==> src/hw/rtl/imad_pkg.sv <==
package imad_pkg;

  localparam int IdxMax = 88;

  localparam int CodeW   = 4;
  localparam int MagW    = 3;
  localparam int IdxW    = 7;
  localparam int StepW   = 15;
  localparam int PredW   = 16;
  localparam int SampleW = 8;
  localparam int InDataW  = 8;
  localparam int OutDataW = 8;

  // difference needs 17 bits, the sum one sign bit and one guard bit more
  localparam int DiffW = StepW + 2;
  localparam int SumW  = DiffW + 2;

  localparam logic signed [SumW-1:0] PredMin = -(SumW'(32768));
  localparam logic signed [SumW-1:0] PredMax = SumW'(32767);

  typedef logic [CodeW-1:0]          code_t;
  typedef logic [IdxW-1:0]           idx_t;
  typedef logic [StepW-1:0]          step_t;
  typedef logic signed [PredW-1:0]   pred_t;
  typedef logic [SampleW-1:0]        sample_t;

  localparam step_t StepTab [0:IdxMax] = '{
    15'd7,     15'd8,     15'd9,     15'd10,    15'd11,    15'd12,    15'd13,
    15'd14,    15'd16,    15'd17,    15'd19,    15'd21,    15'd23,    15'd25,
    15'd28,    15'd31,    15'd34,    15'd37,    15'd41,    15'd45,    15'd50,
    15'd55,    15'd60,    15'd66,    15'd73,    15'd80,    15'd88,    15'd97,
    15'd107,   15'd118,   15'd130,   15'd143,   15'd157,   15'd173,   15'd190,
    15'd209,   15'd230,   15'd253,   15'd279,   15'd307,   15'd337,   15'd371,
    15'd408,   15'd449,   15'd494,   15'd544,   15'd598,   15'd658,   15'd724,
    15'd796,   15'd876,   15'd963,   15'd1060,  15'd1166,  15'd1282,  15'd1411,
    15'd1552,  15'd1707,  15'd1878,  15'd2066,  15'd2272,  15'd2499,  15'd2749,
    15'd3024,  15'd3327,  15'd3660,  15'd4026,  15'd4428,  15'd4871,  15'd5358,
    15'd5894,  15'd6484,  15'd7132,  15'd7845,  15'd8630,  15'd9493,  15'd10442,
    15'd11487, 15'd12635, 15'd13899, 15'd15289, 15'd16818, 15'd18500, 15'd20350,
    15'd22385, 15'd24623, 15'd27086, 15'd29794, 15'd32767
  };

  function automatic step_t step_lookup(input idx_t idx);
    step_t s;
    if (idx > IdxW'(IdxMax)) begin
      s = StepTab[IdxMax];
    end else begin
      s = StepTab[idx];
    end
    return s;
  endfunction

  function automatic logic signed [4:0] idx_adjust(input logic [MagW-1:0] mag);
    logic signed [4:0] a;
    case (mag)
      3'd4:    a = 5'sd2;
      3'd5:    a = 5'sd4;
      3'd6:    a = 5'sd7;
      3'd7:    a = 5'sd12;
      default: a = -5'sd1;
    endcase
    return a;
  endfunction

endpackage

==> src/hw/rtl/imad_datapath.sv <==
module imad_datapath (
  input  imad_pkg::code_t   code,
  input  imad_pkg::pred_t   pred,
  input  imad_pkg::idx_t    idx,
  output imad_pkg::pred_t   pred_nxt,
  output imad_pkg::idx_t    idx_nxt,
  output imad_pkg::sample_t sample
);
  import imad_pkg::*;

  logic [MagW-1:0]         mag;
  step_t                   step;
  logic [DiffW-1:0]        diff;
  logic signed [SumW-1:0]  sum;
  logic signed [7:0]       ni;

  assign mag  = code[MagW-1:0];
  assign step = step_lookup(idx);

  always_comb begin
    diff = DiffW'(step >> 3);
    if (mag[0]) diff = diff + DiffW'(step >> 2);
    if (mag[1]) diff = diff + DiffW'(step >> 1);
    if (mag[2]) diff = diff + DiffW'(step);
    if (mag == 3'd7) diff = diff + DiffW'(step >> 1);
  end

  // sign bit of the code negates the difference
  always_comb begin
    if (code[CodeW-1]) begin
      sum = SumW'(pred) - $signed({2'b00, diff});
    end else begin
      sum = SumW'(pred) + $signed({2'b00, diff});
    end
    if (sum < PredMin) begin
      pred_nxt = PredMin[PredW-1:0];
    end else if (sum > PredMax) begin
      pred_nxt = PredMax[PredW-1:0];
    end else begin
      pred_nxt = sum[PredW-1:0];
    end
  end

  always_comb begin
    ni = $signed({1'b0, idx}) + 8'(idx_adjust(mag));
    if (ni < 0) begin
      idx_nxt = '0;
    end else if (ni > 8'sd88) begin
      idx_nxt = IdxW'(IdxMax);
    end else begin
      idx_nxt = ni[IdxW-1:0];
    end
  end

  // (p + 32768) >> 8 is the high byte with its top bit flipped
  assign sample = {~pred_nxt[PredW-1], pred_nxt[PredW-2:PredW-SampleW]};

endmodule

==> src/hw/rtl/ima_style_adpcm_nibble_decoder_unit.sv <==
// IMA-style ADPCM nibble decoder.
// Input stream: one 4-bit code per transaction in in_tdata[3:0] (bit 3 sign,
// bits 2..0 magnitude); in_tlast marks the final nibble of a packet. The
// feeder sends the low nibble of each byte first.
// Output stream: one unsigned 8-bit sample per input transaction in
// out_tdata, with out_tlast copied from the matching input.
// Data passes the input register, then the result register; out_tvalid rises
// once the accepted code has moved from the input register into the result
// register. Throughput: one nibble per clock while the receiver does not
// stall; the predictor and step index update in the single combinational
// pass between the two registers, which sets the cycle.
// Reset (rst_n low, synchronous): predictor and step index go to zero and
// both register stages empty. Packet ends do not reset the state.
// When the receiver stalls, a finished sample waits in the output register
// while one more code can still be taken into the input register; after
// that in_tready drops until out_tready returns. No transaction is lost.
module ima_style_adpcm_nibble_decoder_unit (
  input  logic                          clk,
  input  logic                          rst_n,
  input  logic                          in_tvalid,
  output logic                          in_tready,
  input  logic [imad_pkg::InDataW-1:0]  in_tdata,   // [3:0] code, [7:4] zero
  input  logic                          in_tlast,
  output logic                          out_tvalid,
  input  logic                          out_tready,
  output logic [imad_pkg::OutDataW-1:0] out_tdata,  // [7:0] sample
  output logic                          out_tlast
);
  import imad_pkg::*;

  logic    in_vld_r;
  code_t   in_code_r;
  logic    in_last_r;
  logic    out_vld_r;
  sample_t out_sample_r;
  logic    out_last_r;
  pred_t   pred_r;
  idx_t    idx_r;

  pred_t   pred_nxt;
  idx_t    idx_nxt;
  sample_t sample_nxt;
  logic    out_free;
  logic    advance;

  imad_datapath u_datapath (
    .code     (in_code_r),
    .pred     (pred_r),
    .idx      (idx_r),
    .pred_nxt (pred_nxt),
    .idx_nxt  (idx_nxt),
    .sample   (sample_nxt)
  );

  assign out_free  = !out_vld_r || out_tready;
  assign advance   = in_vld_r && out_free;
  assign in_tready = !in_vld_r || out_free;

  always_ff @(posedge clk) begin
    if (!rst_n) begin
      in_vld_r  <= 1'b0;
      out_vld_r <= 1'b0;
      pred_r    <= '0;
      idx_r     <= '0;
    end else begin
      if (in_tready) begin
        in_vld_r <= in_tvalid;
      end
      if (out_free) begin
        out_vld_r <= in_vld_r;
      end
      if (advance) begin
        pred_r <= pred_nxt;
        idx_r  <= idx_nxt;
      end
    end
  end

  always_ff @(posedge clk) begin
    if (in_tready && in_tvalid) begin
      in_code_r <= in_tdata[CodeW-1:0];
      in_last_r <= in_tlast;
    end
    if (advance) begin
      out_sample_r <= sample_nxt;
      out_last_r   <= in_last_r;
    end
  end

  assign out_tvalid = out_vld_r;
  assign out_tdata  = out_sample_r;
  assign out_tlast  = out_last_r;

endmodule

==> config.mk <==
export PLATFORM = sky130hd
export DESIGN_NAME = ima_style_adpcm_nibble_decoder_unit
export DESIGN_NICKNAME = d
export VERILOG_FILES = /design/src/hw/rtl/imad_pkg.sv /design/src/hw/rtl/imad_datapath.sv /design/src/hw/rtl/ima_style_adpcm_nibble_decoder_unit.sv
export SDC_FILE = /design/constraint.sdc
export NUM_CORES = 1
export LEC_CHECK = 0
export ABC_AREA = 1
export BUFFER_PORTS_ARGS = -buffer_cell sky130_fd_sc_hd__buf_2
export CAP_MARGIN = 20
export CORE_ASPECT_RATIO = 1.25
export CORE_MARGIN = 1
export CORE_UTILIZATION = 30
export CTS_CLUSTER_SIZE = 16
export DETAILED_ROUTE_END_ITERATION = 16
export GPL_TIMING_DRIVEN = 0
export PLACE_DENSITY = 0.55
export SYNTH_ARGS = -nofsm -noshare
export SYNTH_HDL_FRONTEND = slang
export SYNTH_SLANG_ARGS = --single-unit
==> constraint.sdc <==
create_clock -name clk -period 25.6 [get_ports clk]
set_clock_uncertainty 0.05 [all_clocks]
set_input_delay 0 -clock clk [delete_from_list [all_inputs] [get_ports clk]]
set_output_delay 0 -clock clk [all_outputs]
set_load 0.05 [all_outputs]
==> out/qor.csv <==
stage,metric,value,unit
status,outcome,"finished, final reports clean",
sta,whs,357.2,ps
layout,layoutNonFillerInstCount,1684,
synthesis,synthCells,1307,
setup_path,crit_arrival,11330,ps
route,final_antenna_net_count,0,
placement,placed_area,8492,µm²
sta,finalWorstPathRequiredPeriod,11340,ps
setup_path,r2r-start,idx_r[3],
min_path,hold-path-endpoint,in_last_r,
global_routing,antenna_found_initial,0,
synthesis,synth_cell_types,61,
clocking,cts_htree_levels,2,
setup_path,cp-end-kind,flip-flop,
die,ios,24,
synthesis,syn-cell-area,7966,µm²
synthesis,synth-edff-count,14,
setup_path,required,25590,ps
setup_path,start_kind,flip-flop,
sta,relSlewSlack,0.2370,
die,dieArea,27210,µm²
placement,gp_congestion,0.9961,
placement,place_ws,14330,ps
layout,antenna_cells,0,
clocking,cts_tree,yes,
pwr,power,0.4583,mW
setup_path,cpPeakStageDelay,480,ps
route,routed_wl,25780,µm
setup_path,r2r-end,out_tdata[2],
route,dr.pass1.iters,5,
die,die_w,147.8,µm
clocking,max-clock-path-buffers,2,
global_routing,grt_max_degree,19,
synthesis,ys_warn_count,0,
synthesis,syn-num-nets,1414,
die,die_h,184.2,µm
route,wl_per_cell,15.31,µm
route,num_vias,8606,
synthesis,synth_top_area_frac,0.1706,
pwr,irDropWorstVdd,34.59,µV
die,coreArea,26100,µm²
synthesis,synth_area_leaders,"nand2_1, ha_1, inv_1",
min_path,worstHoldPathCells,2,
global_routing,grt_use_total,0.1934,
sta,max_freq,0.08822,GHz
layout,drive_gt1_frac,0.09821,
setup_path,path_common_cell,a21oi_1,
clocking,postCtsSetupBuffers,0,
synthesis,synth_seq_area_share,0.1156,
synthesis,ys_seq_elements,39,
die,start_util,0.3053,
setup_path,crit_path_start,idx_r[3],
synthesis,ys_async_sr_fraction,0,
synthesis,yosysTopAreaCell,nand2_1,
placement,io_buffers,19,
sta,finalMaxSlewViolations,0,
clocking,cts_sinks,39,
clocking,cts_buffers,5,
setup_path,reg2reg_depth,63,
layout,final_core_util,0.3354,
layout,nNetsFinal,1450,
sta,finalHoldViolCount,0,
flow_run,cap_violations,0,
synthesis,synth_ff_type,dfxtp_1,
layout,area_growth,9.879,%
placement,hpwlAfterDp,21360,µm
sta,rsz0062_at_grt,false,
clocking,clk_pin_slew,60,ps
setup_path,worstPathMaxFanout,10,
placement,placedCellCount,1667,
min_path,holdCritPathClass,in -> reg,
pwr,power_density,52.36,nW/µm²
clocking,clk_latency,290,ps
setup_path,crit_type,reg -> reg,
route,drt_iter0_markers,445,
route,drc,0,
global_routing,grt_overflow_total,0,
min_path,hp-start,in_tlast,
global_routing,grt_pass1_wl,42000,µm
route,via_per_inst,5.110,
sta,fin_setup_tns,0,ps
global_routing,grt_pass1_vias,8516,
sta,worst-slew-pin-transition,1133,ps
sta,worst_slack,14260,ps
die,rows,66,
pwr,leakage,4.562,nW
setup_path,slowest_stage,buf_1,
sta,fin_crit_sh,0.4428,
setup_path,reg2reg_slack,14260,ps
sta,setup_viol,0,
synthesis,avgSynthCellArea,6.095,µm²
clocking,root_buffer,clkbuf_16,
layout,final_cell_area,8753,µm²
[routing by layer]
| metal | vias to the layer above | routed length, µm | share of wire | track usage |
|---|---|---|---|---|
| li1 | 4416 | - | - | - |
| met1 | 3920 | 10540 | 0.41 | 0.2091 |
| met2 | 199 | 13340 | 0.52 | 0.3781 |
| met3 | 71 | 732 | 0.028 | 0.01163 |
| met4 | 0 | 1164 | 0.045 | 0.09237 |
| met5 | - | 0 | 0 | 0 |
[registers in the layout, indices dropped and copies added, names as in the netlist]
name        cells
idx_r           7
in_code_r       4
in_last_r       1
in_vld_r        1
out_tdata       8
out_tlast       1
out_tvalid      1
pred_r         16
[cells in the final DEF (no fill, tap or decap), types with 4 or more instances in the layout]
master	synthesis	final
nor2_2	4	4
buf_6	4	4
nand2_1	362	362
ha_1	89	89
o31ai_1	8	8
a21oi_2	11	11
dfxtp_1	25	25
buf_2	9	29
or2_1	6	6
nor3_1	10	10
nand2_2	24	24
fa_1	5	5
nand3b_1	10	10
dlygate4sd3_1	0	9
edfxtp_1	14	14
inv_1	166	166
o21ai_0	69	69
xnor2_1	13	13
nand4_1	17	17
xor2_1	43	43
inv_2	9	9
o21ai_1	11	11
a31oi_1	8	8
or2_2	7	7
and2_1	7	7
buf_1	5	5
clkbuf_16	0	5
o21bai_1	12	12
nand3_2	17	17
clkbuf_1	13	13
nand3_1	119	119
nor2_1	62	62
a21oi_1	96	96
o211ai_1	6	6
buf_4	4	4
[Yosys cell counts (3+ instances only)]
cell type and count:
edfxtp_1 14, nand4_1 17, fa_1 5, a21o_1 3
buf_6 4, clkbuf_1 13, buf_2 9, nor2_2 4
nand2_1 362, inv_1 166, or2_2 7, inv_2 9
o21a_1 3, o211ai_1 6, nor3_1 10, buf_1 5
buf_4 4, dfxtp_1 25, a21oi_2 11, xnor2_1 13
o21ai_0 69, ha_1 89, nor2_1 62, xor2_1 43
nand3_1 119, nand3_2 17, o21ai_1 11, and2_1 7
a21oi_1 96, o31ai_1 8, nand2_2 24, nand3b_1 10
o221ai_1 3, o21bai_1 12, or2_1 6, a31oi_1 8
[power breakdown]
group	internal, mW	total [mW]	switching (mW)
registers	0.0722	0.0764	0.00421
clock network	0.0463	0.0736	0.0272
logic	0.110	0.308	0.198
[what timing repair did]
action | CTS | global route
endpoints found under the hold margin | 13 | 0
hold buffers | 9 | 0
setup endpoints to repair | 0 | 0
resized for setup | 0 | 0
[kinds of logic (layout without fill, tap and decap cells)]
logic type,Yosys count,after routing,share of synthesized area
buf+inv,214,251,0.1096
simple gates,656,656,0.3788
xor+xnor,56,56,0.06157
flops,39,39,0.1156
compound gates,248,248,0.1820
fa+ha+maj,94,94,0.1523
[cell type report]
type / count / area (µm²)
Multi-Input combinational cell: 1054 / 6172
Clock inverter: 3 / 46.29
Fill cell: 2945 / 17340
Timing Repair Buffer: 29 / 190.2
Inverter: 178 / 670.6
Sequential cell: 39 / 920.9
Buffer: 36 / 202.7
Tap cell: 340 / 425.4
Clock buffer: 5 / 125.1
[critical path: cells and delay by family (launching register included)]
family / cells / cell delay, ps
AO/OA/AOI/OAI: 21 / 3950
AND/OR/NAND/NOR: 20 / 2380
buffers and inverters: 14 / 2140
adder cells (fa/ha/maj): 6 / 1830
XOR/XNOR: 2 / 410
flip-flops: 1 / 320
[how the worst max path moves through the flow]
| stage | endpoint | slack, ps | cells after the start |
|---|---|---|---|
| final | out_tdata[2] | 14260 | 63 |
| after global routing | out_tdata[2] | 13280 | 52 |
| after CTS | out_tdata[2] | 14270 | 53 |
| after detailed placement | out_tdata[2] | 14330 | 53 |
| after global placement | out_tdata[2] | 14330 | 53 |
| after floorplan | out_tdata[2] | 16120 | 53 |
Note: power is estimated with default switching activity, not from simulation.
